$ cat config.mk
export PLATFORM = sky130hd
export DESIGN_NAME = http_response_header_scanner_flat
export DESIGN_NICKNAME = d
export VERILOG_FILES = /design/src/sv/hrhs_pkg.sv /design/src/sv/hrhs_ifs.sv /design/src/sv/http_response_header_scanner.sv /design/src/sv/hrhs_field_parse.sv /design/src/flat_wrapper.sv
export SDC_FILE = /design/constraint.sdc
export NUM_CORES = 1
export LEC_CHECK = 0
export ABC_AREA = 1
export BUFFER_PORTS_ARGS = -buffer_cell sky130_fd_sc_hd__buf_2
export CAP_MARGIN = 10
export CORE_MARGIN = 5
export CORE_UTILIZATION = 49
export DETAILED_ROUTE_END_ITERATION = 10
export PLACE_DENSITY = 0.67
export SETUP_SLACK_MARGIN = 0.3
export SYNTH_ARGS = -nofsm -noshare
export SYNTH_HDL_FRONTEND = slang
export SYNTH_HIERARCHICAL = 1
export SYNTH_SLANG_ARGS = --single-unit
$ cat constraint.sdc
create_clock -name clk -period 16.36 [get_ports clk]
set_input_delay 0.818 -clock clk [delete_from_list [all_inputs] [get_ports clk]]
set_output_delay 0.818 -clock clk [all_outputs]
set_load 0.02 [all_outputs]
$ cat src/sv/hrhs_pkg.sv
// shared constants, codes and helpers of the http response header scanner
`default_nettype none
package hrhs_pkg;

  // counter and field widths
  localparam int COUNT_BITS   = 20;
  localparam int CFG_BITS     = 21;
  localparam int STATUS_BITS  = 16;
  localparam int LENGTH_BITS  = 32;
  localparam int KEY_LENGTH   = 15;
  localparam int KEY_POS_BITS = 5;

  // item kinds
  localparam logic [1:0] KIND_DATA  = 2'd0;
  localparam logic [1:0] KIND_CLOSE = 2'd1;
  localparam logic [1:0] KIND_START = 2'd2;

  // stop reasons
  localparam logic [1:0] STOP_RUNNING = 2'd0;
  localparam logic [1:0] STOP_BODY    = 2'd1;
  localparam logic [1:0] STOP_FULL    = 2'd2;
  localparam logic [1:0] STOP_CLOSED  = 2'd3;

  // ascii bytes of interest
  localparam logic [7:0] CHAR_CR    = 8'h0D;
  localparam logic [7:0] CHAR_LF    = 8'h0A;
  localparam logic [7:0] CHAR_SPACE = 8'h20;
  localparam logic [7:0] CHAR_ZERO  = 8'h30;
  localparam logic [7:0] CHAR_NINE  = 8'h39;

  // buffer size after reset
  localparam logic [CFG_BITS-1:0] BUFFER_SIZE_RESET = CFG_BITS'(4096);

  // lower-case header key, one character per match position
  function automatic logic [7:0] key_char(input logic [KEY_POS_BITS-1:0] pos);
    logic [7:0] c;
    case (pos)
      5'd0:    c = "c";
      5'd1:    c = "o";
      5'd2:    c = "n";
      5'd3:    c = "t";
      5'd4:    c = "e";
      5'd5:    c = "n";
      5'd6:    c = "t";
      5'd7:    c = "-";
      5'd8:    c = "l";
      5'd9:    c = "e";
      5'd10:   c = "n";
      5'd11:   c = "g";
      5'd12:   c = "t";
      5'd13:   c = "h";
      5'd14:   c = ":";
      default: c = 8'h00;
    endcase
    return c;
  endfunction

  function automatic logic is_digit(input logic [7:0] b);
    return (b >= CHAR_ZERO) && (b <= CHAR_NINE);
  endfunction

endpackage
`default_nettype wire

$ cat src/sv/hrhs_ifs.sv
// valid/ready channel interfaces of the http response header scanner
`default_nettype none

// input items: one response byte or an event
interface hrhs_in_if import hrhs_pkg::*; ();
  logic       valid;
  logic       ready;
  logic [1:0] kind;
  logic [7:0] data_byte;
  modport source(output valid, kind, data_byte, input ready);
  modport sink(input valid, kind, data_byte, output ready);
endinterface

// result items: scanner state after each input item
interface hrhs_out_if import hrhs_pkg::*; ();
  logic                   valid;
  logic                   ready;
  logic                   header_done;
  logic [COUNT_BITS-1:0]  header_length;
  logic [STATUS_BITS-1:0] status_code;
  logic [LENGTH_BITS-1:0] content_length;
  logic [COUNT_BITS-1:0]  total_bytes;
  logic                   done_res;
  logic [1:0]             stop_reason;
  modport source(output valid, header_done, header_length, status_code, content_length,
                 total_bytes, done_res, stop_reason, input ready);
  modport sink(input valid, header_done, header_length, status_code, content_length,
               total_bytes, done_res, stop_reason, output ready);
endinterface

// configuration writes of the buffer size register
interface hrhs_cfg_if import hrhs_pkg::*; ();
  logic                valid;
  logic                ready;
  logic [CFG_BITS-1:0] buffer_size;
  modport source(output valid, buffer_size, input ready);
  modport sink(input valid, buffer_size, output ready);
endinterface
`default_nettype wire

$ cat src/sv/http_response_header_scanner.sv
// HTTP response header scanner, a byte-at-a-time response tracker
// Each accepted item is one response byte, a connection-closed event or a
// start-of-response event that clears all state. The block takes one item per
// clock cycle while no unread result holds it back: the whole update (byte
// counting, CR LF CR LF detection, status and content-length parsing,
// completion check) is done in the cycle of acceptance, and one result item
// showing the state after that item is held in an output register that the
// next item may replace in the same cycle it is taken. Completion is flagged
// when the body reaches a nonzero content length (highest priority), when
// buffer_size minus one bytes have been counted, or on a close event; after
// that further bytes are ignored. The buffer_size register may be written at
// any time the block is idle; the port is always ready.
`default_nettype none
module http_response_header_scanner import hrhs_pkg::*; (
  input wire logic clk,
  input wire logic rst,
  hrhs_in_if.sink   rx,
  hrhs_out_if.source result,
  hrhs_cfg_if.sink  cfg
);

  localparam logic [31:0] HEADER_END = {CHAR_CR, CHAR_LF, CHAR_CR, CHAR_LF};

  logic [COUNT_BITS-1:0] limit, limit_next;
  logic [COUNT_BITS-1:0] byte_count, byte_count_next;
  logic [23:0]           recent_bytes, recent_bytes_next;
  logic                  header_found, header_found_next;
  logic [COUNT_BITS-1:0] header_end, header_end_next;
  logic                  finished, finished_next;
  logic [1:0]            finish_reason, finish_reason_next;

  logic                   take;
  logic                   byte_in;
  logic                   scan;
  logic                   clear;
  logic [COUNT_BITS-1:0]  body_bytes;
  logic [STATUS_BITS-1:0] status_next;
  logic [LENGTH_BITS-1:0] length_next;
  logic [CFG_BITS-1:0]    size_less_one;

  // handshakes
  assign cfg.ready = 1'b1;
  assign rx.ready  = !result.valid || result.ready;
  assign take      = rx.valid && rx.ready;
  assign clear     = take && (rx.kind == KIND_START);
  assign byte_in   = take && (rx.kind == KIND_DATA) && !finished && (byte_count < limit);
  assign scan      = byte_in && !header_found;

  // byte limit from buffer size, capped at the counter maximum
  assign size_less_one = cfg.buffer_size - 1'b1;
  always_comb begin
    if (cfg.buffer_size == '0) begin
      limit_next = '0;
    end else if (size_less_one[CFG_BITS-1:COUNT_BITS] != '0) begin
      limit_next = '1;
    end else begin
      limit_next = size_less_one[COUNT_BITS-1:0];
    end
  end

  hrhs_field_parse u_field_parse (
    .clk         (clk),
    .rst         (rst),
    .clear       (clear),
    .scan        (scan),
    .data_byte   (rx.data_byte),
    .status_next (status_next),
    .length_next (length_next)
  );

  assign body_bytes = byte_count_next - header_end_next;

  // per-item update of count, header end and completion
  always_comb begin
    byte_count_next    = byte_count;
    recent_bytes_next  = recent_bytes;
    header_found_next  = header_found;
    header_end_next    = header_end;
    finished_next      = finished;
    finish_reason_next = finish_reason;
    if (take) begin
      case (rx.kind)
        KIND_DATA: begin
          if (!finished) begin
            if (byte_count >= limit) begin
              finished_next      = 1'b1;
              finish_reason_next = STOP_FULL;
            end else begin
              byte_count_next   = byte_count + 1'b1;
              recent_bytes_next = {recent_bytes[15:0], rx.data_byte};
              if (!header_found && {recent_bytes, rx.data_byte} == HEADER_END) begin
                header_found_next = 1'b1;
                header_end_next   = byte_count + 1'b1;
              end
              if (header_found_next && length_next != '0 &&
                  {{(LENGTH_BITS-COUNT_BITS){1'b0}}, body_bytes} >= length_next) begin
                finished_next      = 1'b1;
                finish_reason_next = STOP_BODY;
              end else if (byte_count_next >= limit) begin
                finished_next      = 1'b1;
                finish_reason_next = STOP_FULL;
              end
            end
          end
        end
        KIND_CLOSE: begin
          if (!finished) begin
            finished_next      = 1'b1;
            finish_reason_next = STOP_CLOSED;
          end
        end
        KIND_START: begin
          byte_count_next    = '0;
          recent_bytes_next  = '0;
          header_found_next  = 1'b0;
          header_end_next    = '0;
          finished_next      = 1'b0;
          finish_reason_next = STOP_RUNNING;
        end
        default: ;
      endcase
    end
  end

  // scanner state and configuration
  always_ff @(posedge clk) begin
    if (rst) begin
      limit         <= COUNT_BITS'(BUFFER_SIZE_RESET - 1'b1);
      byte_count    <= '0;
      recent_bytes  <= '0;
      header_found  <= 1'b0;
      header_end    <= '0;
      finished      <= 1'b0;
      finish_reason <= STOP_RUNNING;
    end else begin
      if (cfg.valid) limit <= limit_next;
      byte_count    <= byte_count_next;
      recent_bytes  <= recent_bytes_next;
      header_found  <= header_found_next;
      header_end    <= header_end_next;
      finished      <= finished_next;
      finish_reason <= finish_reason_next;
    end
  end

  // result valid
  always_ff @(posedge clk) begin
    if (rst) begin
      result.valid <= 1'b0;
    end else if (take) begin
      result.valid <= 1'b1;
    end else if (result.ready) begin
      result.valid <= 1'b0;
    end
  end

  // result payload
  always_ff @(posedge clk) begin
    if (take) begin
      result.header_done    <= header_found_next;
      result.header_length  <= header_end_next;
      result.status_code    <= status_next;
      result.content_length <= length_next;
      result.total_bytes    <= byte_count_next;
      result.done_res       <= finished_next;
      result.stop_reason    <= finish_reason_next;
    end
  end

endmodule
`default_nettype wire

$ cat src/sv/hrhs_field_parse.sv
// status code and content-length field parser for header bytes
`default_nettype none
module hrhs_field_parse import hrhs_pkg::*; (
  input  wire logic                   clk,
  input  wire logic                   rst,
  input  wire logic                   clear,
  input  wire logic                   scan,
  input  wire logic [7:0]             data_byte,
  output logic [STATUS_BITS-1:0]      status_next,
  output logic [LENGTH_BITS-1:0]      length_next
);

  // status parse phases
  localparam logic [1:0] ST_WAIT_SPACE = 2'd0;
  localparam logic [1:0] ST_DIGITS     = 2'd1;
  localparam logic [1:0] ST_DONE       = 2'd2;

  // length parse phases
  localparam logic [1:0] LN_KEY    = 2'd0;
  localparam logic [1:0] LN_SPACES = 2'd1;
  localparam logic [1:0] LN_DIGITS = 2'd2;
  localparam logic [1:0] LN_DONE   = 2'd3;

  localparam logic [KEY_POS_BITS-1:0] KEY_MISS = '1;
  localparam logic [KEY_POS_BITS-1:0] KEY_LAST = KEY_POS_BITS'(KEY_LENGTH - 1);

  logic [1:0]              status_phase, status_phase_next;
  logic [STATUS_BITS-1:0]  status_value;
  logic [1:0]              length_phase, length_phase_next;
  logic [LENGTH_BITS-1:0]  length_value;
  logic [KEY_POS_BITS-1:0] key_pos, key_pos_next;

  logic [7:0]             lower_byte;
  logic [3:0]             digit;
  logic [STATUS_BITS+3:0] status_sum;

  assign lower_byte = (data_byte >= "A" && data_byte <= "Z") ? data_byte + 8'd32 : data_byte;
  assign digit      = 4'(data_byte - CHAR_ZERO);
  assign status_sum = ({4'd0, status_value} << 3) + ({4'd0, status_value} << 1)
                    + (STATUS_BITS+4)'(digit);

  // status code after the first space, saturating
  always_comb begin
    status_phase_next = status_phase;
    status_next       = status_value;
    if (clear) begin
      status_phase_next = ST_WAIT_SPACE;
      status_next       = '0;
    end else if (scan) begin
      unique case (status_phase)
        ST_WAIT_SPACE: begin
          if (data_byte == CHAR_SPACE) status_phase_next = ST_DIGITS;
        end
        ST_DIGITS: begin
          if (is_digit(data_byte)) begin
            status_next = (status_sum[STATUS_BITS+3:STATUS_BITS] != '0) ?
                          '1 : status_sum[STATUS_BITS-1:0];
          end else begin
            status_phase_next = ST_DONE;
          end
        end
        default: ;
      endcase
    end
  end

  // content-length key match and decimal value
  always_comb begin
    length_phase_next = length_phase;
    length_next       = length_value;
    key_pos_next      = key_pos;
    if (clear) begin
      length_phase_next = LN_KEY;
      length_next       = '0;
      key_pos_next      = '0;
    end else if (scan) begin
      unique case (length_phase)
        LN_KEY: begin
          if (key_pos <= KEY_LAST && lower_byte == key_char(key_pos)) begin
            key_pos_next = key_pos + 1'b1;
            if (key_pos == KEY_LAST) length_phase_next = LN_SPACES;
          end else if (data_byte == CHAR_LF) begin
            key_pos_next = '0;
          end else begin
            key_pos_next = KEY_MISS;
          end
        end
        LN_SPACES: begin
          if (data_byte != CHAR_SPACE) begin
            if (is_digit(data_byte)) begin
              length_next       = LENGTH_BITS'(digit);
              length_phase_next = LN_DIGITS;
            end else begin
              length_phase_next = LN_DONE;
            end
          end
        end
        LN_DIGITS: begin
          if (is_digit(data_byte)) begin
            length_next = (length_value << 3) + (length_value << 1) + LENGTH_BITS'(digit);
          end else begin
            length_phase_next = LN_DONE;
          end
        end
        default: ;
      endcase
    end
  end

  // parse state
  always_ff @(posedge clk) begin
    if (rst) begin
      status_phase <= ST_WAIT_SPACE;
      status_value <= '0;
      length_phase <= LN_KEY;
      length_value <= '0;
      key_pos      <= '0;
    end else begin
      status_phase <= status_phase_next;
      status_value <= status_next;
      length_phase <= length_phase_next;
      length_value <= length_next;
      key_pos      <= key_pos_next;
    end
  end

endmodule
`default_nettype wire

$ cat src/flat_wrapper.sv
// flat-port wrapper written by rule: the top's interface ports become plain ports
module http_response_header_scanner_flat import hrhs_pkg::*;
  (clk, rst, rx_valid, rx_kind, rx_data_byte, rx_ready, result_valid, result_header_done, result_header_length, result_status_code, result_content_length, result_total_bytes, result_done_res, result_stop_reason, result_ready, cfg_valid, cfg_buffer_size, cfg_ready);
  hrhs_in_if rx_i ();
  hrhs_out_if result_i ();
  hrhs_cfg_if cfg_i ();
  input wire logic clk;
  input wire logic rst;
  input wire logic [$bits(rx_i.valid)-1:0] rx_valid;
  input wire logic [$bits(rx_i.kind)-1:0] rx_kind;
  input wire logic [$bits(rx_i.data_byte)-1:0] rx_data_byte;
  output wire logic [$bits(rx_i.ready)-1:0] rx_ready;
  output wire logic [$bits(result_i.valid)-1:0] result_valid;
  output wire logic [$bits(result_i.header_done)-1:0] result_header_done;
  output wire logic [$bits(result_i.header_length)-1:0] result_header_length;
  output wire logic [$bits(result_i.status_code)-1:0] result_status_code;
  output wire logic [$bits(result_i.content_length)-1:0] result_content_length;
  output wire logic [$bits(result_i.total_bytes)-1:0] result_total_bytes;
  output wire logic [$bits(result_i.done_res)-1:0] result_done_res;
  output wire logic [$bits(result_i.stop_reason)-1:0] result_stop_reason;
  input wire logic [$bits(result_i.ready)-1:0] result_ready;
  input wire logic [$bits(cfg_i.valid)-1:0] cfg_valid;
  input wire logic [$bits(cfg_i.buffer_size)-1:0] cfg_buffer_size;
  output wire logic [$bits(cfg_i.ready)-1:0] cfg_ready;
  assign rx_i.valid = rx_valid;
  assign rx_i.kind = rx_kind;
  assign rx_i.data_byte = rx_data_byte;
  assign rx_ready = rx_i.ready;
  assign result_valid = result_i.valid;
  assign result_header_done = result_i.header_done;
  assign result_header_length = result_i.header_length;
  assign result_status_code = result_i.status_code;
  assign result_content_length = result_i.content_length;
  assign result_total_bytes = result_i.total_bytes;
  assign result_done_res = result_i.done_res;
  assign result_stop_reason = result_i.stop_reason;
  assign result_i.ready = result_ready;
  assign cfg_i.valid = cfg_valid;
  assign cfg_i.buffer_size = cfg_buffer_size;
  assign cfg_ready = cfg_i.ready;
  http_response_header_scanner u_core (.clk(clk), .rst(rst), .rx(rx_i), .result(result_i), .cfg(cfg_i));
endmodule
==> impl_metrics.json <==
{
  "outcome": "finished clean",
  "maxCapViolCount": 0,
  "syn2layout_area_growth_pct": 11.5,
  "timing.final.crit_share_pct": 36.2,
  "finalSetupViolCount": 0,
  "grt_pass1_vias": 14900,
  "critPathBufInv": 3,
  "seq_area_frac_synth_pct": 34.1,
  "clk_pin_slew_ns": 0.06,
  "cp.arrival_ns": 6.22,
  "critPathRequiredTime_ns": 16.66,
  "gp_congestion": 0.929,
  "die_w_um": 197,
  "synthTopCellsByArea": "dfxtp_1 18%, edfxtp_1 16%, ha_1 13%",
  "core-area_um2": 34500,
  "synth_top_area_share_pct": 17.9,
  "fin_nets": 2635,
  "crit_start": "u_core/byte_count[3]$_SDFF_PP0_",
  "cellPowerDensity_nw_per_um2": 82.4,
  "worst_pin_slew_ns": 1.14,
  "crit_path_frequent_cell": "nand2_1",
  "clkLatencyLatePin_ns": 0.55,
  "hp-start": "u_core/limit[14]$_SDFFE_PP0P_",
  "ir_drop_v": 0.0000958,
  "leakage_nw": 9.54,
  "clk_path_buf_depth": 3,
  "cts_setup_buffers": 0,
  "dr.pass1.iters": 7,
  "ios": 131,
  "viasPerCell": 5.42,
  "dr_wl_met3_mm": 2.99,
  "synth_ff_type": "dfxtp_1",
  "initialDrtViolationCount": 1344,
  "syn_avg_cell_area_um2": 7.42,
  "grt_max_degree": 84,
  "clkSinkCount": 245,
  "synth_cell_types": 62,
  "routedWlPerCell_um": 16.3,
  "synth.most_common_cell": "nand2_1",
  "drt-met1-wl_mm": 21.5,
  "overflow": 0,
  "critPathTopFamily": "compound AO/OA/AOI/OAI gates",
  "top_layer": "met4",
  "num_rows": 68,
  "cts_resized": 0,
  "wl_met2_mm": 21.5,
  "hpwl_mm": 36.1,
  "die-area_um2": 38700,
  "reg2reg_from": "u_core/byte_count[3]$_SDFF_PP0_",
  "drtAntennaViolNets": 0,
  "grt_pass1_wl_mm": 75.3,
  "critPathCaptureType": "flop",
  "startpoint_type": "flop",
  "syn_area_um2": 17100,
  "grt_use_total_pct": 23.4,
  "drive_above_1_share_pct": 10.5,
  "fin_worst_skew_ns": 0.0130,
  "port_buffers": 129,
  "cts_tree": "yes",
  "report.final.slew_viol_count": 0,
  "cts_htree_levels": 1,
  "routed_wl_mm": 47.0,
  "antenna_cells": 0,
  "antenna_found_initial": 0,
  "numCtsBuffers": 28,
  "synth_common_cells": "459 x nand2_1, 300 x nor2_1, 290 x inv_1, 182 x a21oi_1, 180 x ha_1",
  "period_minus_slack_ns": 5.92,
  "slowest_delay_ns": 0.65,
  "fmax_mhz": 169,
  "cts_hold_buf": 0,
  "syn_nets": 2525,
  "rsz0062_at_grt": "false",
  "max-slew-margin-rel_pct": 23.9,
  "root_buffer": "clkbuf_16",
  "fin_tns_setup_ns": 0,
  "async_flop_share_pct": 0,
  "final_hold_viol_count": 0,
  "synth_warnings": 6,
  "ys_seq_elements": 245,
  "chipHeight_um": 197,
  "critPathMaxFanout": 28,
  "drc": 0,
  "synth_edf_count": 92,
  "critical-path-slowest-cell": "o21ai_0",
  "start_util_pct": 49.6,
  "hp-class": "flop to flop",
  "vias": 15700,
  "yosys.area.top_type": "dfxtp_1",
  "criticalPathCategory": "flop to flop",
  "finalPower_mw": 1.57,
  "netlist_instances": 2304
}
where the power goes:
group,switching [mW],internal [mW]
sequential,0.0148,0.660
combinational,0.159,0.0809
clock,0.255,0.400
final cells by class:
| class | instances | area, µm² |
|---|---|---|
| fill | 3291 | 15400 |
| multi-input combinational | 1698 | 9860 |
| sequential | 245 | 5830 |
| inverter | 306 | 1150 |
| clock buffer | 39 | 793 |
| timing repair buffer | 135 | 693 |
| tap | 455 | 569 |
| clock inverter | 13 | 163 |
cell usage in the layout, fill, tap and decap left out, types with 83 or more instances in the layout:
| cell type | synthesis | routed |
|---|---|---|
| dfxtp_1 | 153 | 153 |
| a21oi_1 | 182 | 182 |
| inv_1 | 290 | 289 |
| nor2_1 | 300 | 298 |
| ha_1 | 180 | 180 |
| edfxtp_1 | 92 | 92 |
| o21ai_0 | 117 | 117 |
| nand2_1 | 459 | 459 |
| buf_2 | 12 | 128 |
| nand3_1 | 83 | 83 |
cells by family (layout without fill, tap and decap cells):
family / count (synthesis) / count (layout) / synth area share, %
AND/OR/NAND/NOR: 988 / 988 / 25.0
AO/OA/AOI/OAI: 454 / 454 / 15.3
buffers and inverters: 361 / 493 / 8.28
XOR/XNOR: 70 / 70 / 3.59
flip-flops: 245 / 245 / 34.1
other: 1 / 1 / 0.0219
adder cells (fa/ha/maj): 185 / 185 / 13.8
worst register-to-register path, delay by kind of cell (launching register included):
kind	cells	cell delay (ns)
compound gates	8	2.08
fa+ha+maj	3	1.04
buf+inv	3	0.20
flops	1	0.49
simple gates	18	1.88
path summary, 6_finish.rpt:
check,end,cells after the start,slack (ns)
setup / recovery,u_core/result.stop_reason[1]$_DFFE_PP_,32,10.44
hold / removal,u_core/limit[14]$_SDFFE_PP0P_,2,0.47
setup reg to reg,u_core/result.stop_reason[1]$_DFFE_PP_,32,10.44
hold reg to reg,u_core/limit[14]$_SDFFE_PP0P_,2,0.47
flip-flops by register name (all words and copies together), names as in the netlist, 2 cells and up, named ones only:
register	count
u_core/finish_reason	2
u_core/u_field_parse/status_phase	2
u_core/byte_count	20
u_core/result.stop_reason	2
u_core/result.content_length	32
u_core/u_field_parse/length_phase	2
u_core/u_field_parse/key_pos	5
u_core/header_end	20
u_core/recent_bytes	24
u_core/u_field_parse/status_value	16
u_core/result.status_code	16
u_core/result.header_length	20
u_core/limit	20
u_core/u_field_parse/length_value	32
u_core/result.total_bytes	20
per-stage QoR:
| stage | area [µm²] | std cells | util, % | setup WS (ns) | hold WS [ns] |
|---|---|---|---|---|---|
| floorplan | 17100 | 2304 | - | 9.94 | 0.445 |
| global placement | 18100 | 2839 | 52.5 | 10.39 | 0.456 |
| detailed placement | 18100 | 2839 | 52.5 | 10.23 | 0.458 |
| CTS | 19100 | 2891 | 55.3 | 10.50 | 0.466 |
| global route | 19100 | 2891 | 55.3 | 9.78 | 0.491 |
| finish | 19100 | 2891 | 55.3 | 10.44 | 0.467 |
routing by layer:
layer	GRT usage, %	vias up
met5	0	-
met4	5.47	0
met3	2.92	70
met2	38.8	476
met1	32.7	7239
li1	-	7883
(Power assumes the default switching activity.)
